File: src/rtl/pcint_pkg.sv
// Shared constants, register codes and types for the PID conditional-integration core.
package pcint_pkg;

   localparam int SumWidth    = 32;
   localparam int DriveWidth  = 48;
   localparam int SampleWidth = 16;
   localparam int GainWidth   = 16;
   localparam int LimitWidth  = 8;
   localparam int FracBits    = 8;
   localparam int ErrWidth    = SampleWidth + 1;
   localparam int DiffWidth   = ErrWidth + 1;
   localparam int PropWidth   = GainWidth + ErrWidth;
   localparam int IntegWidth  = GainWidth + SumWidth;
   localparam int DerivWidth  = GainWidth + DiffWidth;
   localparam int AccWidth    = IntegWidth + 2;
   localparam int CmpWidth    = ((AccWidth > DriveWidth) ? AccWidth : DriveWidth) + 1;
   localparam int AddrWidth   = 5;
   localparam int DataWidth   = 32;

   localparam logic signed [SumWidth-1:0] SumMax = {1'b0, {(SumWidth-1){1'b1}}};
   localparam logic signed [SumWidth-1:0] SumMin = {1'b1, {(SumWidth-1){1'b0}}};
   localparam logic signed [DriveWidth-1:0] DriveMax = {1'b0, {(DriveWidth-1){1'b1}}};
   localparam logic signed [DriveWidth-1:0] DriveMin = {1'b1, {(DriveWidth-1){1'b0}}};

   localparam logic signed [LimitWidth-1:0] LowLimitReset  = {1'b1, {(LimitWidth-1){1'b0}}};
   localparam logic signed [LimitWidth-1:0] HighLimitReset = {1'b0, {(LimitWidth-1){1'b1}}};

   typedef enum logic [2:0] {
      RegPropGain    = 3'd0,
      RegIntegGain   = 3'd1,
      RegDerivGain   = 3'd2,
      RegTargetValue = 3'd3,
      RegLowLimit    = 3'd4,
      RegHighLimit   = 3'd5
   } reg_index_type;

   typedef struct packed {
      logic signed [GainWidth-1:0]   prop_gain;
      logic signed [GainWidth-1:0]   integ_gain;
      logic signed [GainWidth-1:0]   deriv_gain;
      logic signed [SampleWidth-1:0] target_value;
      logic signed [LimitWidth-1:0]  low_limit;
      logic signed [LimitWidth-1:0]  high_limit;
   } cfg_type;

   typedef struct packed {
      logic signed [ErrWidth-1:0] last_error;
      logic signed [SumWidth-1:0] error_sum;
      logic                       was_saturated;
   } loop_state_type;

endpackage

File: src/rtl/pcint_req_if.sv
// Request channel: one measured sample per control tick.
interface pcint_req_if;
   logic                                     valid;
   logic                                     ready;
   logic signed [pcint_pkg::SampleWidth-1:0] sample;

   modport source (output valid, output sample, input ready);
   modport sink (input valid, input sample, output ready);
endinterface

File: src/rtl/pcint_rsp_if.sv
// Response channel: drive value and over-limit flag.
interface pcint_rsp_if;
   logic                                    valid;
   logic                                    ready;
   logic signed [pcint_pkg::DriveWidth-1:0] drive;
   logic                                    over_limit;

   modport source (output valid, output drive, output over_limit, input ready);
   modport sink (input valid, input drive, input over_limit, output ready);
endinterface

File: src/rtl/pid_conditional_integration_core.sv
// PID controller with conditional-integration anti-windup, top level.
// A request is captured in the input register, then one arithmetic pass carries
// it into the response register.
// Throughput: one request per cycle while response back-pressure does not stall it;
// the loop state (last error, error sum, saturation flag) updates in the same pass
// that fills the response register.
// Reset (synchronous, active high) clears the loop state and restores register defaults.
module pid_conditional_integration_core (
   input  logic                            clock,
   input  logic                            reset,
   pcint_req_if.sink                       req_chan,
   pcint_rsp_if.source                     rsp_chan,
   input  logic                            psel,
   input  logic                            penable,
   input  logic                            pwrite,
   input  logic [pcint_pkg::AddrWidth-1:0] paddr,
   input  logic [pcint_pkg::DataWidth-1:0] pwdata,
   output logic [pcint_pkg::DataWidth-1:0] prdata,
   output logic                            pready
);

   pcint_pkg::cfg_type                       cfg;
   pcint_pkg::loop_state_type                state_ff;
   pcint_pkg::loop_state_type                state_in;
   pcint_pkg::loop_state_type                state_next;
   logic                                     in_valid_ff;
   logic signed [pcint_pkg::SampleWidth-1:0] sample_ff;
   logic                                     out_valid_ff;
   logic signed [pcint_pkg::DriveWidth-1:0]  drive_ff;
   logic                                     over_ff;
   logic signed [pcint_pkg::DriveWidth-1:0]  drive_calc;
   logic                                     over_calc;
   logic                                     advance;
   logic                                     take;

   pcint_csr u_csr (
      .clock   (clock),
      .reset   (reset),
      .psel    (psel),
      .penable (penable),
      .pwrite  (pwrite),
      .paddr   (paddr),
      .pwdata  (pwdata),
      .prdata  (prdata),
      .pready  (pready),
      .cfg     (cfg)
   );

   pcint_calc u_calc (
      .cfg        (cfg),
      .state      (state_ff),
      .sample     (sample_ff),
      .state_next (state_next),
      .drive      (drive_calc),
      .over_limit (over_calc)
   );

   // the response register frees up when empty or when its response is taken
   assign advance        = !out_valid_ff || rsp_chan.ready;
   assign req_chan.ready = !in_valid_ff || advance;
   assign take           = req_chan.valid && req_chan.ready;

   assign state_in = (in_valid_ff && advance) ? state_next : state_ff;

   always_ff @(posedge clock) begin
      if (reset) begin
         in_valid_ff  <= 1'b0;
         out_valid_ff <= 1'b0;
         state_ff     <= '0;
      end else begin
         state_ff <= state_in;
         if (req_chan.ready) begin
            in_valid_ff <= req_chan.valid;
         end
         if (advance) begin
            out_valid_ff <= in_valid_ff;
         end
      end
   end

   always_ff @(posedge clock) begin
      if (take) begin
         sample_ff <= req_chan.sample;
      end
      if (advance && in_valid_ff) begin
         drive_ff <= drive_calc;
         over_ff  <= over_calc;
      end
   end

   assign rsp_chan.valid      = out_valid_ff;
   assign rsp_chan.drive      = drive_ff;
   assign rsp_chan.over_limit = over_ff;

endmodule

File: src/rtl/pcint_csr.sv
// APB-style register file holding gains, setpoint and limits.
module pcint_csr (
   input  logic                                clock,
   input  logic                                reset,
   input  logic                                psel,
   input  logic                                penable,
   input  logic                                pwrite,
   input  logic [pcint_pkg::AddrWidth-1:0]     paddr,
   input  logic [pcint_pkg::DataWidth-1:0]     pwdata,
   output logic [pcint_pkg::DataWidth-1:0]     prdata,
   output logic                                pready,
   output pcint_pkg::cfg_type                  cfg
);

   pcint_pkg::cfg_type       cfg_ff;
   pcint_pkg::cfg_type       cfg_in;
   pcint_pkg::reg_index_type index;
   logic                     write_en;

   assign pready   = 1'b1;
   assign index    = pcint_pkg::reg_index_type'(paddr[pcint_pkg::AddrWidth-1:2]);
   assign write_en = psel && penable && pwrite;

   always_comb begin
      cfg_in = cfg_ff;
      if (write_en) begin
         unique case (index)
            pcint_pkg::RegPropGain:    cfg_in.prop_gain    = pwdata[pcint_pkg::GainWidth-1:0];
            pcint_pkg::RegIntegGain:   cfg_in.integ_gain   = pwdata[pcint_pkg::GainWidth-1:0];
            pcint_pkg::RegDerivGain:   cfg_in.deriv_gain   = pwdata[pcint_pkg::GainWidth-1:0];
            pcint_pkg::RegTargetValue: cfg_in.target_value = pwdata[pcint_pkg::SampleWidth-1:0];
            pcint_pkg::RegLowLimit:    cfg_in.low_limit    = pwdata[pcint_pkg::LimitWidth-1:0];
            pcint_pkg::RegHighLimit:   cfg_in.high_limit   = pwdata[pcint_pkg::LimitWidth-1:0];
            default: begin
               // drop writes beyond the register list
               cfg_in = cfg_ff;
            end
         endcase
      end
   end

   always_ff @(posedge clock) begin
      if (reset) begin
         cfg_ff.prop_gain    <= '0;
         cfg_ff.integ_gain   <= '0;
         cfg_ff.deriv_gain   <= '0;
         cfg_ff.target_value <= '0;
         cfg_ff.low_limit    <= pcint_pkg::LowLimitReset;
         cfg_ff.high_limit   <= pcint_pkg::HighLimitReset;
      end else begin
         cfg_ff <= cfg_in;
      end
   end

   always_comb begin
      unique case (index)
         pcint_pkg::RegPropGain:
            prdata = pcint_pkg::DataWidth'(unsigned'(cfg_ff.prop_gain));
         pcint_pkg::RegIntegGain:
            prdata = pcint_pkg::DataWidth'(unsigned'(cfg_ff.integ_gain));
         pcint_pkg::RegDerivGain:
            prdata = pcint_pkg::DataWidth'(unsigned'(cfg_ff.deriv_gain));
         pcint_pkg::RegTargetValue:
            prdata = pcint_pkg::DataWidth'(unsigned'(cfg_ff.target_value));
         pcint_pkg::RegLowLimit:
            prdata = pcint_pkg::DataWidth'(unsigned'(cfg_ff.low_limit));
         pcint_pkg::RegHighLimit:
            prdata = pcint_pkg::DataWidth'(unsigned'(cfg_ff.high_limit));
         default:
            prdata = '0;
      endcase
   end

   assign cfg = cfg_ff;

endmodule

File: src/rtl/pcint_calc.sv
// One control-tick pass: error, gated integral, derivative, drive and limit check.
module pcint_calc (
   input  pcint_pkg::cfg_type                       cfg,
   input  pcint_pkg::loop_state_type                state,
   input  logic signed [pcint_pkg::SampleWidth-1:0] sample,
   output pcint_pkg::loop_state_type                state_next,
   output logic signed [pcint_pkg::DriveWidth-1:0]  drive,
   output logic                                     over_limit
);

   logic signed [pcint_pkg::ErrWidth-1:0]   err;
   logic signed [pcint_pkg::SumWidth:0]     sum_wide;
   logic signed [pcint_pkg::SumWidth-1:0]   sum_sat;
   logic signed [pcint_pkg::SumWidth-1:0]   sum_next;
   logic signed [pcint_pkg::DiffWidth-1:0]  diff;
   logic signed [pcint_pkg::PropWidth-1:0]  p_term;
   logic signed [pcint_pkg::IntegWidth-1:0] i_term;
   logic signed [pcint_pkg::DerivWidth-1:0] d_term;
   logic signed [pcint_pkg::AccWidth-1:0]   acc;
   logic signed [pcint_pkg::CmpWidth-1:0]   acc_ext;
   logic signed [pcint_pkg::DriveWidth-1:0] low_scaled;
   logic signed [pcint_pkg::DriveWidth-1:0] high_scaled;

   always_comb begin
      err = pcint_pkg::ErrWidth'(cfg.target_value) - pcint_pkg::ErrWidth'(sample);

      // integrate only when the previous drive stayed inside the limits
      sum_wide = (pcint_pkg::SumWidth+1)'(state.error_sum) + (pcint_pkg::SumWidth+1)'(err);
      if (sum_wide[pcint_pkg::SumWidth] != sum_wide[pcint_pkg::SumWidth-1]) begin
         sum_sat = sum_wide[pcint_pkg::SumWidth] ? pcint_pkg::SumMin : pcint_pkg::SumMax;
      end else begin
         sum_sat = sum_wide[pcint_pkg::SumWidth-1:0];
      end
      sum_next = state.was_saturated ? state.error_sum : sum_sat;

      diff = pcint_pkg::DiffWidth'(err) - pcint_pkg::DiffWidth'(state.last_error);

      p_term = pcint_pkg::PropWidth'(cfg.prop_gain) * pcint_pkg::PropWidth'(err);
      i_term = pcint_pkg::IntegWidth'(cfg.integ_gain) * pcint_pkg::IntegWidth'(sum_next);
      d_term = pcint_pkg::DerivWidth'(cfg.deriv_gain) * pcint_pkg::DerivWidth'(diff);

      acc = pcint_pkg::AccWidth'(p_term) + pcint_pkg::AccWidth'(i_term)
          + pcint_pkg::AccWidth'(d_term);
      acc_ext = pcint_pkg::CmpWidth'(acc);

      priority if (acc_ext > pcint_pkg::CmpWidth'(pcint_pkg::DriveMax)) begin
         drive = pcint_pkg::DriveMax;
      end else if (acc_ext < pcint_pkg::CmpWidth'(pcint_pkg::DriveMin)) begin
         drive = pcint_pkg::DriveMin;
      end else begin
         drive = acc_ext[pcint_pkg::DriveWidth-1:0];
      end

      // limits are integers: scale by the fraction bits
      low_scaled  = $signed({{(pcint_pkg::DriveWidth-pcint_pkg::LimitWidth-pcint_pkg::FracBits)
                              {cfg.low_limit[pcint_pkg::LimitWidth-1]}},
                             cfg.low_limit, {pcint_pkg::FracBits{1'b0}}});
      high_scaled = $signed({{(pcint_pkg::DriveWidth-pcint_pkg::LimitWidth-pcint_pkg::FracBits)
                              {cfg.high_limit[pcint_pkg::LimitWidth-1]}},
                             cfg.high_limit, {pcint_pkg::FracBits{1'b0}}});
      over_limit = (drive < low_scaled) || (drive > high_scaled);

      state_next.last_error    = err;
      state_next.error_sum     = sum_next;
      state_next.was_saturated = over_limit;
   end

endmodule

File: src/flat_wrapper.sv
// flat-port wrapper written by rule: the top's interface ports become plain ports
module pid_conditional_integration_core_flat 
  (clock, reset, psel, penable, pwrite, paddr, pwdata, prdata, pready, req_chan_valid, req_chan_sample, req_chan_ready, rsp_chan_valid, rsp_chan_drive, rsp_chan_over_limit, rsp_chan_ready);
  pcint_req_if req_chan_i ();
  pcint_rsp_if rsp_chan_i ();
  input  logic clock;
  input  logic reset;
  input  logic psel;
  input  logic penable;
  input  logic pwrite;
  input  logic [pcint_pkg::AddrWidth-1:0] paddr;
  input  logic [pcint_pkg::DataWidth-1:0] pwdata;
  output logic [pcint_pkg::DataWidth-1:0] prdata;
  output logic pready;
  input wire logic [$bits(req_chan_i.valid)-1:0] req_chan_valid;
  input wire logic [$bits(req_chan_i.sample)-1:0] req_chan_sample;
  output wire logic [$bits(req_chan_i.ready)-1:0] req_chan_ready;
  output wire logic [$bits(rsp_chan_i.valid)-1:0] rsp_chan_valid;
  output wire logic [$bits(rsp_chan_i.drive)-1:0] rsp_chan_drive;
  output wire logic [$bits(rsp_chan_i.over_limit)-1:0] rsp_chan_over_limit;
  input wire logic [$bits(rsp_chan_i.ready)-1:0] rsp_chan_ready;
  assign req_chan_i.valid = req_chan_valid;
  assign req_chan_i.sample = req_chan_sample;
  assign req_chan_ready = req_chan_i.ready;
  assign rsp_chan_valid = rsp_chan_i.valid;
  assign rsp_chan_drive = rsp_chan_i.drive;
  assign rsp_chan_over_limit = rsp_chan_i.over_limit;
  assign rsp_chan_i.ready = rsp_chan_ready;
  pid_conditional_integration_core u_core (.clock(clock), .reset(reset), .req_chan(req_chan_i), .rsp_chan(rsp_chan_i), .psel(psel), .penable(penable), .pwrite(pwrite), .paddr(paddr), .pwdata(pwdata), .prdata(prdata), .pready(pready));
endmodule
File: config.mk
export PLATFORM = sky130hd
export DESIGN_NAME = pid_conditional_integration_core_flat
export DESIGN_NICKNAME = d
export VERILOG_FILES = /design/src/rtl/pcint_pkg.sv /design/src/rtl/pcint_req_if.sv /design/src/rtl/pcint_rsp_if.sv /design/src/rtl/pid_conditional_integration_core.sv /design/src/rtl/pcint_csr.sv /design/src/rtl/pcint_calc.sv /design/src/flat_wrapper.sv
export SDC_FILE = /design/constraint.sdc
export NUM_CORES = 2
export LEC_CHECK = 0
export BUFFER_PORTS_ARGS = -buffer_cell sky130_fd_sc_hd__buf_2
export CAP_MARGIN = 0
export CORE_MARGIN = 4
export CORE_UTILIZATION = 56
export DETAILED_ROUTE_END_ITERATION = 12
export PLACE_DENSITY = 0.82
export SYNTH_ARGS = -nofsm -noshare
export SYNTH_HDL_FRONTEND = slang
export SYNTH_HIERARCHICAL = 1
export SYNTH_SLANG_ARGS = --single-unit
File: constraint.sdc
create_clock -name clock -period 30.1 [get_ports clock]
set_clock_uncertainty 0.15 [all_clocks]
set_input_delay 3.01 -clock clock [delete_from_list [all_inputs] [get_ports clock]]
set_output_delay 3.01 -clock clock [all_outputs]
set_load 0.02 [all_outputs]
==> results_dict.tcl <==
set metrics [dict create \
    status "finished clean" \
    instances_no_fill 7265 \
    numCtsBuffers 17 \
    final_cell_mix "1382 x inv_1, 1281 x fa_1, 663 x nand2_1, 378 x ha_1, 311 x and2_1" \
    setup_violations 0 \
    vias 42300 \
    r2r_start "u_core/u_csr/cfg[16]$_SDFFE_PP0P_" \
    dp.cells 7232 \
    fillers 8231 \
    hpwl_microns 125000 \
    postCtsSetupBuffers 0 \
    finalCritPeriodShare_pct 67.1 \
    die_h_microns 326 \
    grt_pass1_vias 45500 \
    synth_area_per_cell_sq_um 9.39 \
    crit_top_cell "fa_1" \
    antenna_left 0 \
    holdBufCountCts 0 \
    synthCells 6018 \
    grt_pass1_wl_microns 246000 \
    core_sq_um 100000 \
    cp-start-kind "register" \
    synth_compound_area_share_pct 7.34 \
    drt_iter0_markers 3811 \
    setup_ws_ps 9900 \
    swShare_pct 58.8 \
    netlist_area_sq_um 56500 \
    grt_max_degree 107 \
    ir_worst_vdd_uv 55.5 \
    yosys.area_share.adder_pct 53.8 \
    drv_cap 0 \
    endpoint "u_core/state_ff[0]$_SDFFE_PP0P_" \
    syn_to_final_growth_pct 3.70 \
    fmax_mhz 49.5 \
    htree_levels 4 \
    design_area_sq_um 58600 \
    synth_edf_count 65 \
    synthFlopType "dfxtp_1" \
    yosysWarnings 6 \
    first_pass_iters 8 \
    synth_top_family_by_area "adder cells" \
    crit_path_end_kind "register" \
    power_frac_comb_pct 72.4 \
    io_buffers 108 \
    place_ws_ps 10290 \
    antenna_found_initial 8 \
    yosys.area_share.simple_pct 14.6 \
    wl_per_cell_microns 21.2 \
    slowest_delay_ps 840 \
    via_per_inst 5.82 \
    drcViolationCount 0 \
    slew_headroom_pct 17.5 \
    die-area_sq_um 106000 \
    layout-drive-gt1-share_pct 5.20 \
    worstPathRequired_ps 30380 \
    reg2reg_to "u_core/state_ff[0]$_SDFFE_PP0P_" \
    worstHoldPathType "reg2reg" \
    netSwitchingPower_mw 1.24 \
    worstMarginPinSlew_ps 1230 \
    gr-usage-all-layers_pct 29.7 \
    power_density_nw_per_um2 36.2 \
    initial_core_util_pct 56.4 \
    ctsResizeCount 0 \
    insertion_delay_ps 520 \
    power.share.clock_pct 11.7 \
    internal_power_mw 0.873 \
    cp_data_arrival_time_ps 20470 \
    placed_area_sq_um 58000 \
    fin_nets 7672 \
    rsz0062_at_grt "no" \
    ys_async_sr_fraction_pct 0 \
    pwr-share-seq_pct 15.9 \
    cts_root_buffer "clkbuf_16" \
    synth_seq_cells 197 \
    critical_path_class "reg2reg" \
    ys_types 98 \
    finalCriticalPeriod_ps 20200 \
    maxSlewViolCount 0 \
    startpoint "u_core/u_csr/cfg[16]$_SDFFE_PP0P_" \
    cp_max_fo 31 \
    drt_wl_total_microns 154000 \
    r2r_cells 68 \
    die_w_microns 326 \
    path_clk_slew_ps 90 \
    numClockSinks 197 \
    p_leak_nw 30.7 \
    place.gp.congestion 1.07 \
    clockBufferDepth 2 \
    synth_seq_area_share_pct 8.13 \
    tns_ps 0 \
    cp_slowest_cell "o31a_1" \
    cts_tree "built" \
    grt_overflow 0 \
    yosys.area_share.xor_xnor_pct 1.29 \
    rrSetupSlack_ps 9900 \
    synthMuxAreaShare_pct 3.09 \
    io_pins 144 \
    final_common_cell "inv_1" \
    final-hold-violation-count 0 \
    fp-row-count 116 \
]
==> final cells by class <==
type	count	area (sq um)	area share, %
sequential	197	4600	7.85
multi-input combinational	4166	45400	77.5
clock inverter	14	156	0.267
clock buffer	18	439	0.750
antenna	1	2.50	0.00427
inverter	1384	5190	8.87
timing repair buffer	187	1140	1.94
tap	1298	1620	2.77
==> metrics by stage <==
step                      hold slack (ps)  util (%)  total power, mW
after floorplan                       299         -             1.36
after global placement                309      57.9             1.79
after detailed placement              319      57.9             1.83
after CTS                             330      58.5             2.08
after global routing                  356      58.5             2.23
final                                 328      58.5             2.12
==> power groups by stage <==
stage / clock, mW / sequential (mW) / combinational [mW]
2_1_floorplan: 0 / 0.352 / 1.00
3_3_place_gp: 0 / 0.341 / 1.45
3_5_place_dp: 0 / 0.341 / 1.48
4_1_cts: 0.251 / 0.336 / 1.50
5_1_grt: 0.263 / 0.339 / 1.63
6_report: 0.248 / 0.336 / 1.53
==> critical path: cells and delay by family (launching register included) <==
kind	cells	cell delay, ps
compound gates	30	8750
xor+xnor	1	160
fa+ha+maj	15	6840
buf+inv	12	1950
flops	1	400
mux	2	270
simple gates	8	1510
==> how the worst min path moves through the flow <==
stage                                      startpoint                           endpoint  depth (start not counted)
detailed placement  u_core/u_csr/cfg[60]$_SDFFE_PP0P_  u_core/u_csr/cfg[60]$_SDFFE_PP0P_                          2
global route        u_core/u_csr/cfg[57]$_SDFFE_PP0P_  u_core/u_csr/cfg[57]$_SDFFE_PP0P_                          2
finish               u_core/state_ff[34]$_SDFFE_PP0P_   u_core/state_ff[34]$_SDFFE_PP0P_                          2
floorplan            u_core/state_ff[34]$_SDFFE_PP0P_   u_core/state_ff[34]$_SDFFE_PP0P_                          2
CTS                 u_core/u_csr/cfg[60]$_SDFFE_PP0P_  u_core/u_csr/cfg[60]$_SDFFE_PP0P_                          2
global placement     u_core/state_ff[44]$_SDFFE_PP0P_   u_core/state_ff[44]$_SDFFE_PP0P_                          2
==> per-layer routing <==
| layer | vias up | part of all wire, % | track usage [%] |
|---|---|---|---|
| li1 | 18100 | - | - |
| met1 | 21400 | 36 | 36.0 |
| met2 | 2217 | 48 | 48.3 |
| met3 | 584 | 9.2 | 6.75 |
| met4 | 10 | 7.4 | 18.1 |
| met5 | - | 0.11 | 0.815 |
==> kinds of logic (layout without fill, tap and decap cells) <==
family,count (synthesis),after routing
xor+xnor,83,83
flops,197,197
simple gates,1657,1657
buf+inv,1670,1603
mux,163,163
other cells,2,18
compound gates,587,587
fa+ha+maj,1659,1659
==> synth_stat cells (9+ instances only) <==
library cell / instances / area share (%)
nand2_1: 663 / 4.4
and2_1: 311 / 3.4
mux2_2: 10 / 0.20
a211o_1: 9 / 0.14
a21boi_0: 33 / 0.44
buf_4: 33 / 0.44
ha_1: 378 / 8.4
nor3_1: 45 / 0.40
nand2b_1: 235 / 2.6
and3_1: 37 / 0.41
a21o_1: 89 / 1.2
o21ai_0: 129 / 1.1
a31oi_1: 22 / 0.24
nand3_1: 74 / 0.66
fa_1: 1281 / 45
clkbuf_1: 197 / 1.3
a31oi_4: 12 / 0.45
inv_1: 1382 / 9.2
or3_1: 16 / 0.18
o31a_1: 9 / 0.14
o21a_1: 9 / 0.12
o211ai_1: 22 / 0.29
o21ai_1: 9 / 0.080
buf_2: 27 / 0.24
a211oi_1: 14 / 0.19
dfxtp_1: 132 / 4.7
buf_6: 15 / 0.30
nor2_1: 160 / 1.1
nor2b_1: 33 / 0.37
a21oi_1: 114 / 1.0
xnor2_1: 55 / 0.85
mux2i_1: 145 / 2.6
a31o_2: 11 / 0.17
o21bai_1: 17 / 0.23
xor2_1: 28 / 0.43
nand4_1: 36 / 0.40
edfxtp_1: 65 / 3.5
==> sequential cells by signal (all words and copies together) (netlist names) <==
signal and flops:
u_core/rsp_chan.valid 1, u_core/in_valid_ff 1, u_core/u_csr/cfg 80, u_core/rsp_chan.drive 48, u_core/rsp_chan.over_limit 1, u_core/sample_ff 16
u_core/state_ff 50
Note: power is estimated with default switching activity, not from simulation.
